<file path="src/rtl/vfrw_pkg.sv">
// Shared types, constants and helpers of the variable frame read/write handler.
package vfrw_pkg;

  // Default sizes
  localparam int unsigned DEF_STORE_WORDS    = 4096;
  localparam int unsigned DEF_MAX_READ_WORDS = 28;

  // Widths
  localparam int unsigned WORD_W = 16;
  localparam int unsigned ADDR_W = 16;
  localparam int unsigned CNT_W  = 5;   // holds a read count up to 28

  // Frame bytes
  localparam logic [7:0] HDR_A   = 8'h5A;
  localparam logic [7:0] HDR_B   = 8'hA5;
  localparam logic [7:0] CMD_WR  = 8'h82;
  localparam logic [7:0] CMD_RD  = 8'h83;
  localparam logic [7:0] ACK_LEN = 8'h03;
  localparam logic [7:0] ACK_O   = 8'h4F;
  localparam logic [7:0] ACK_K   = 8'h4B;

  // Byte positions within replies
  localparam logic [2:0] ACK_LAST_POS = 3'd5;
  localparam logic [2:0] HDR_LAST_POS = 3'd6;

  // Receive parser phases
  typedef enum logic [2:0] {
    PH_HUNT_A = 3'd0,
    PH_HUNT_B = 3'd1,
    PH_LEN    = 3'd2,
    PH_CMD    = 3'd3,
    PH_ADDR_H = 3'd4,
    PH_ADDR_L = 3'd5,
    PH_DATA   = 3'd6,
    PH_COUNT  = 3'd7
  } phase_e;

  // Sequencer states
  typedef enum logic [2:0] {
    ST_CLEAR,
    ST_RX,
    ST_REDUCE,
    ST_ACK,
    ST_RD_HDR,
    ST_RD_HI,
    ST_RD_LO
  } state_e;

  // Write acknowledge byte at a given position
  function automatic logic [7:0] ack_byte(input logic [2:0] pos);
    logic [7:0] b;
    case (pos)
      3'd0:    b = HDR_A;
      3'd1:    b = HDR_B;
      3'd2:    b = ACK_LEN;
      3'd3:    b = CMD_WR;
      3'd4:    b = ACK_O;
      default: b = ACK_K;
    endcase
    return b;
  endfunction

endpackage

</file>
<file path="src/rtl/vfrw_idx_mod.sv">
// Reduction of a 16-bit word address modulo the store size by reciprocal multiply.
module vfrw_idx_mod #(
  parameter int unsigned WORDS = vfrw_pkg::DEF_STORE_WORDS,
  parameter int unsigned IDX_W = $clog2(WORDS)
) (
  input  logic                        clk_i,
  input  logic                        rst_ni,
  input  logic                        start_i,
  input  logic [vfrw_pkg::ADDR_W-1:0] addr_i,
  output logic                        done_o,
  output logic [IDX_W-1:0]            idx_o
);
  import vfrw_pkg::*;

  // ceil(2^32 / WORDS) gives the exact quotient for every 16-bit address
  localparam longint unsigned RECIP_L = ((64'd1 << 32) + 64'(WORDS) - 64'd1) / 64'(WORDS);
  localparam logic [24:0] RECIP = 25'(RECIP_L);
  localparam logic [23:0] SPAN  = 24'(WORDS);

  logic              v1_q, v2_q;
  logic [ADDR_W-1:0] x_q, x_d;
  logic [7:0]        quo_q, quo_d;
  logic [39:0]       prod;
  logic [23:0]       qd;
  logic [ADDR_W-1:0] rem;

  // Stage one: quotient; stage two: remainder
  always_comb begin
    x_d   = start_i ? addr_i : x_q;
    prod  = 40'(x_q) * 40'(RECIP);
    quo_d = prod[39:32];
    qd    = 24'(quo_q) * SPAN;
    rem   = x_q - qd[ADDR_W-1:0];
  end

  always_ff @(posedge clk_i or negedge rst_ni) begin
    if (!rst_ni) begin
      v1_q <= 1'b0;
      v2_q <= 1'b0;
    end else begin
      v1_q <= start_i;
      v2_q <= v1_q;
    end
  end

  always_ff @(posedge clk_i) begin
    x_q   <= x_d;
    quo_q <= quo_d;
  end

  assign done_o = v2_q;
  assign idx_o  = rem[IDX_W-1:0];

endmodule

</file>
<file path="config.mk">
export PLATFORM = sky130hd
export DESIGN_NAME = vfrw_idx_mod
export DESIGN_NICKNAME = d
export VERILOG_FILES = /design/src/rtl/vfrw_pkg.sv /design/src/rtl/vfrw_idx_mod.sv
export SDC_FILE = /design/constraint.sdc
export NUM_CORES = 1
export LEC_CHECK = 0
export BUFFER_PORTS_ARGS = -buffer_cell sky130_fd_sc_hd__buf_2
export CELL_PAD_IN_SITES_DETAIL_PLACEMENT = 1
export CELL_PAD_IN_SITES_GLOBAL_PLACEMENT = 1
export CORE_UTILIZATION = 27
export DETAILED_ROUTE_END_ITERATION = 16
export GPL_TIMING_DRIVEN = 1
export PLACE_DENSITY_LB_ADDON = 0.05
export SETUP_SLACK_MARGIN = 0.2
export SYNTH_ARGS = -nofsm -noshare
export SYNTH_HDL_FRONTEND = slang
export SYNTH_SLANG_ARGS = --single-unit
</file>
<file path="constraint.sdc">
create_clock -name clk_i -period 0.8 [get_ports clk_i]
set_input_delay 0.16 -clock clk_i [delete_from_list [all_inputs] [get_ports clk_i]]
set_output_delay 0.16 -clock clk_i [all_outputs]
set_load 0.02 [all_outputs]
</file>
== Word level (Yosys, flattened, before mapping) ==
Index checks and enable logic that the tools add are counted.
W data, S select, Z words.
Storage, ports and cells
  bits of input ports: 19
  register bits: 14
  output and inout bits: 13
Cells by class
  add/subtract/negate cells: 1
Operator list (count)
  $sub A12 B1 Y12 const B: 1

== Longest topological paths before layout ==
  depth in word-level cells: 1
  mapped depth: 0
  depth with buffers taken out: 0

== Worst setup path after synthesis ==
OpenSTA, ideal clock, no wires.
  kind: reg2out
  start point: reg x_q[0]
  end point: out idx_o[0]
  cell stages (with the launch flop): 1
  arrival: 0.449 ns
  setup slack: 0.191 ns
  buffers on the path: 0
  cells stage by stage: edfxtp_1
Between the ends
  longest elaborated chain between the ends: 1
Ends and longest elaborated chain
  from (decl): line vfrw_idx_mod.sv:21  | logic [ADDR_W-1:0] x_q, x_d;
  from (signal assigned): line vfrw_idx_mod.sv:47  | x_q <= x_d;
  $sub A12 B1 Y12: line vfrw_idx_mod.sv:33  | rem = x_q - qd[ADDR_W-1:0];
  to (decl): line vfrw_idx_mod.sv:11  | output logic [IDX_W-1:0] idx_o
Every way passes these cells.

== Worst setup path in the final report ==
  start point: reg x_q[5]
  end point: out idx_o[5]
The elaborated chain is that of the path after synthesis.

==> flow_metrics.env <==
export IMPL_run_status="finished with violations"
export IMPL_violated_checks="negative setup slack"
export IMPL_fp_row_count=13
export IMPL_timing_rr_start="v1_q"
export IMPL_slowest_stage="sky130_fd_sc_hd__edfxtp_1"
export IMPL_synth_cells=14
export IMPL_vdd_drop_max_mv=0.923
export IMPL_synth_compound_area_frac=0
export IMPL_globalRouteTotalUtil=0.107
export IMPL_drt_first_pass_iters=1
export IMPL_via_count_of_the_first_global_routing_pass=237
export IMPL_clk_pwr_share=0.266
export IMPL_finalSetupViolCount=13
export IMPL_avgViaCountPerCell=4.02
export IMPL_hold_slack_ps=58.0
export IMPL_drv_slew=0
export IMPL_globalRouteOverflowTotal=0
export IMPL_synth_adder_area_share=0
export IMPL_r2r_setup_slack_ps=330
export IMPL_die_width_um=41.0
export IMPL_drt_first_iter_violations=0
export IMPL_netSwitchingFraction=0.220
export IMPL_multi_input_area_um2=0
export IMPL_number_of_buffers_added_by_the_clock_tree_synthesis_step=3
export IMPL_r2r_cells=0
export IMPL_critical_path_cell_chain="buf_6"
export IMPL_grt_start_max_net_pins=14
export IMPL_ioPinCount=32
export IMPL_synthToLayoutAreaGrowth_pct=64.6
export IMPL_post_route_worst_setup_slack_ps=-181
export IMPL_htree_num_levels=1
export IMPL_syn_area_per_cell_um2=29.3
export IMPL_fill_cells=141
export IMPL_synth_seq_area_share=1.00
export IMPL_post_layout_nonfiller_instances=61
export IMPL_detail_route_wl_per_cell_um=12.1
export IMPL_hold_violations=0
export IMPL_remaining_drc_errors=0
export IMPL_comb_power_share=0.144
export IMPL_r2r_end="done_o"
export IMPL_final_min_period_over_clock_period=1.23
export IMPL_clkSinkCount=14
export IMPL_antenna_cells=0
export IMPL_wl_um=739
export IMPL_core_region_um2=1350
export IMPL_cellLeakagePower_nw=0.292
export IMPL_netlist_cell_types=2
export IMPL_holdPathEnd="x_q[11]"
export IMPL_antenna_found_initial=0
export IMPL_cts_root_buffer="sky130_fd_sc_hd__clkbuf_4"
export IMPL_ys_ff_latch=14
export IMPL_worstPathBufferInverterCount=1
export IMPL_crit_path_end_kind="output pin"
export IMPL_hold_path_cell_count=1
export IMPL_crit_fanout=1
export IMPL_required_ps=640
export IMPL_initial_cell_density_of_the_core=0.304
export IMPL_place_port_buffers=27
export IMPL_clock_tree_from_tritoncts="yes"
export IMPL_num_nets_final=66
export IMPL_worst_path_dominant_cell_family="flip-flops"
export IMPL_slew_limit_headroom=0.814
export IMPL_cp_slowest_stage_delay_ps=400
export IMPL_drv_cap=0
export IMPL_final_seq_area_um2=410
export IMPL_mapped_area_um2=410
export IMPL_clkTransAtPathRegs_ps=80
export IMPL_synth_simple_gate_area_share=0
export IMPL_critPathArrivalTime_ps=820
export IMPL_worst_pin_slew_ps=279
export IMPL_clk_insertion_delay_late_ps=260
export IMPL_net_switching_power_mw=0.327
export IMPL_cts_repair_timing_setup_buffer_count=0
export IMPL_die_area_um2=1680
export IMPL_cts_root_to_sink_buffers=2
export IMPL_yosysWarnings=0
export IMPL_multi_input_gates=0
export IMPL_critical_path_startpoint_type="register"
export IMPL_powerDensity_nw_per_um2=2200
export IMPL_gpl_final_weighted_congestion=0.554
export IMPL_fin_util=0.500
export IMPL_synth_xor_area_share=0
export IMPL_timing_hold_worst_start="addr_i[11]"
export IMPL_setup_worst_path_class="reg2out"
export IMPL_antenna_violating_nets_post_route=0
export IMPL_cellInternalPower_mw=1.16
export IMPL_grt_pass1_wl_um=1020
export IMPL_grt_setup_unrepaired="true"
export IMPL_min_path_type="in2reg"
export IMPL_post_route_cells_drive_above_1_share=0.652
export IMPL_die_height_um=41.0
export IMPL_final_critical_period_ps=981
export IMPL_via_count=245
export IMPL_final_setup_skew_ps=0.00919
export IMPL_synth_mux_area_frac=0
export IMPL_fmax_mhz=1020
export IMPL_synth_fp_nets=33
export IMPL_dpl_cell_count=56
export IMPL_power_share_sequential=0.589
layout by cell type (no fill, tap or decap):
cell and instances:
sky130_fd_sc_hd__dfrtp_1 2, sky130_fd_sc_hd__edfxtp_1 12, sky130_fd_sc_hd__clkbuf_4 3, sky130_fd_sc_hd__buf_2 15, sky130_fd_sc_hd__clkbuf_1 1, sky130_fd_sc_hd__dlygate4sd3_1 1, sky130_fd_sc_hd__buf_6 12
per-layer routing:
metal	global-route usage	wire [um]
met2	0.137	405
met5	0	0
met1	0.128	286
met4	0.100	0
met3	0.0489	46
Yosys cell counts, drive strengths merged:
master / instances / share of area
dfrtp: 2 / 0.12
edfxtp: 12 / 0.88
layout make-up:
type                  count  area share
timing repair buffer     28       0.326
sequential               14       0.607
tap                      15      0.0278
clock buffer              4      0.0389
power groups by stage:
stage / registers (mW) / logic [mW] / clock network, mW
6_report: 0.876 / 0.215 / 0.395
5_1_grt: 0.882 / 0.230 / 0.456
4_1_cts: 0.866 / 0.173 / 0.427
3_5_place_dp: 0.881 / 0.161 / 0
3_3_place_gp: 0.878 / 0.158 / 0
2_1_floorplan: 0.952 / 0 / 0
worst max-delay path by stage:
| stage | to | startpoint | cells after the start | slack [ps] |
|---|---|---|---|---|
| floorplan | idx_o[0] | x_q[0] | 0 | 190 |
| global placement | x_q[3] | start_i | 1 | 60 |
| detailed placement | x_q[9] | start_i | 1 | 30 |
| CTS | idx_o[5] | x_q[5] | 1 | -200 |
| global route | idx_o[1] | x_q[1] | 1 | -220 |
| finish | idx_o[5] | x_q[5] | 1 | -180 |
kinds of logic after synthesis:
| group | after synthesis |
|---|---|
| DFF | 14 |
what timing repair did:
item / 4_1_cts / 5_1_grt
hold buffers: 1 / 0
gates cloned: 0 / 0
pin swaps: 0 / 0
gates resized for setup: 4 / 20
endpoints found under the hold margin: 2 / 0
setup endpoints to repair: 13 / 13
metrics by stage:
stage	setup slack (ps)	power, mW	cell area, um^2	setup TNS [ps]
final	-181	1.49	676	-2030
after global routing	-216	1.57	676	-2580
after CTS	-198	1.47	613	-2230
after detailed placement	32.5	1.04	564	0
after global placement	61.4	1.04	564	0
after floorplan	191	0.952	410	0
flip-flops by register name, indices dropped and copies added, names as in the netlist:
signal and flops:
done_o 1, x_q 12, v1_q 1
Note: power is estimated with default switching activity, not from simulation.
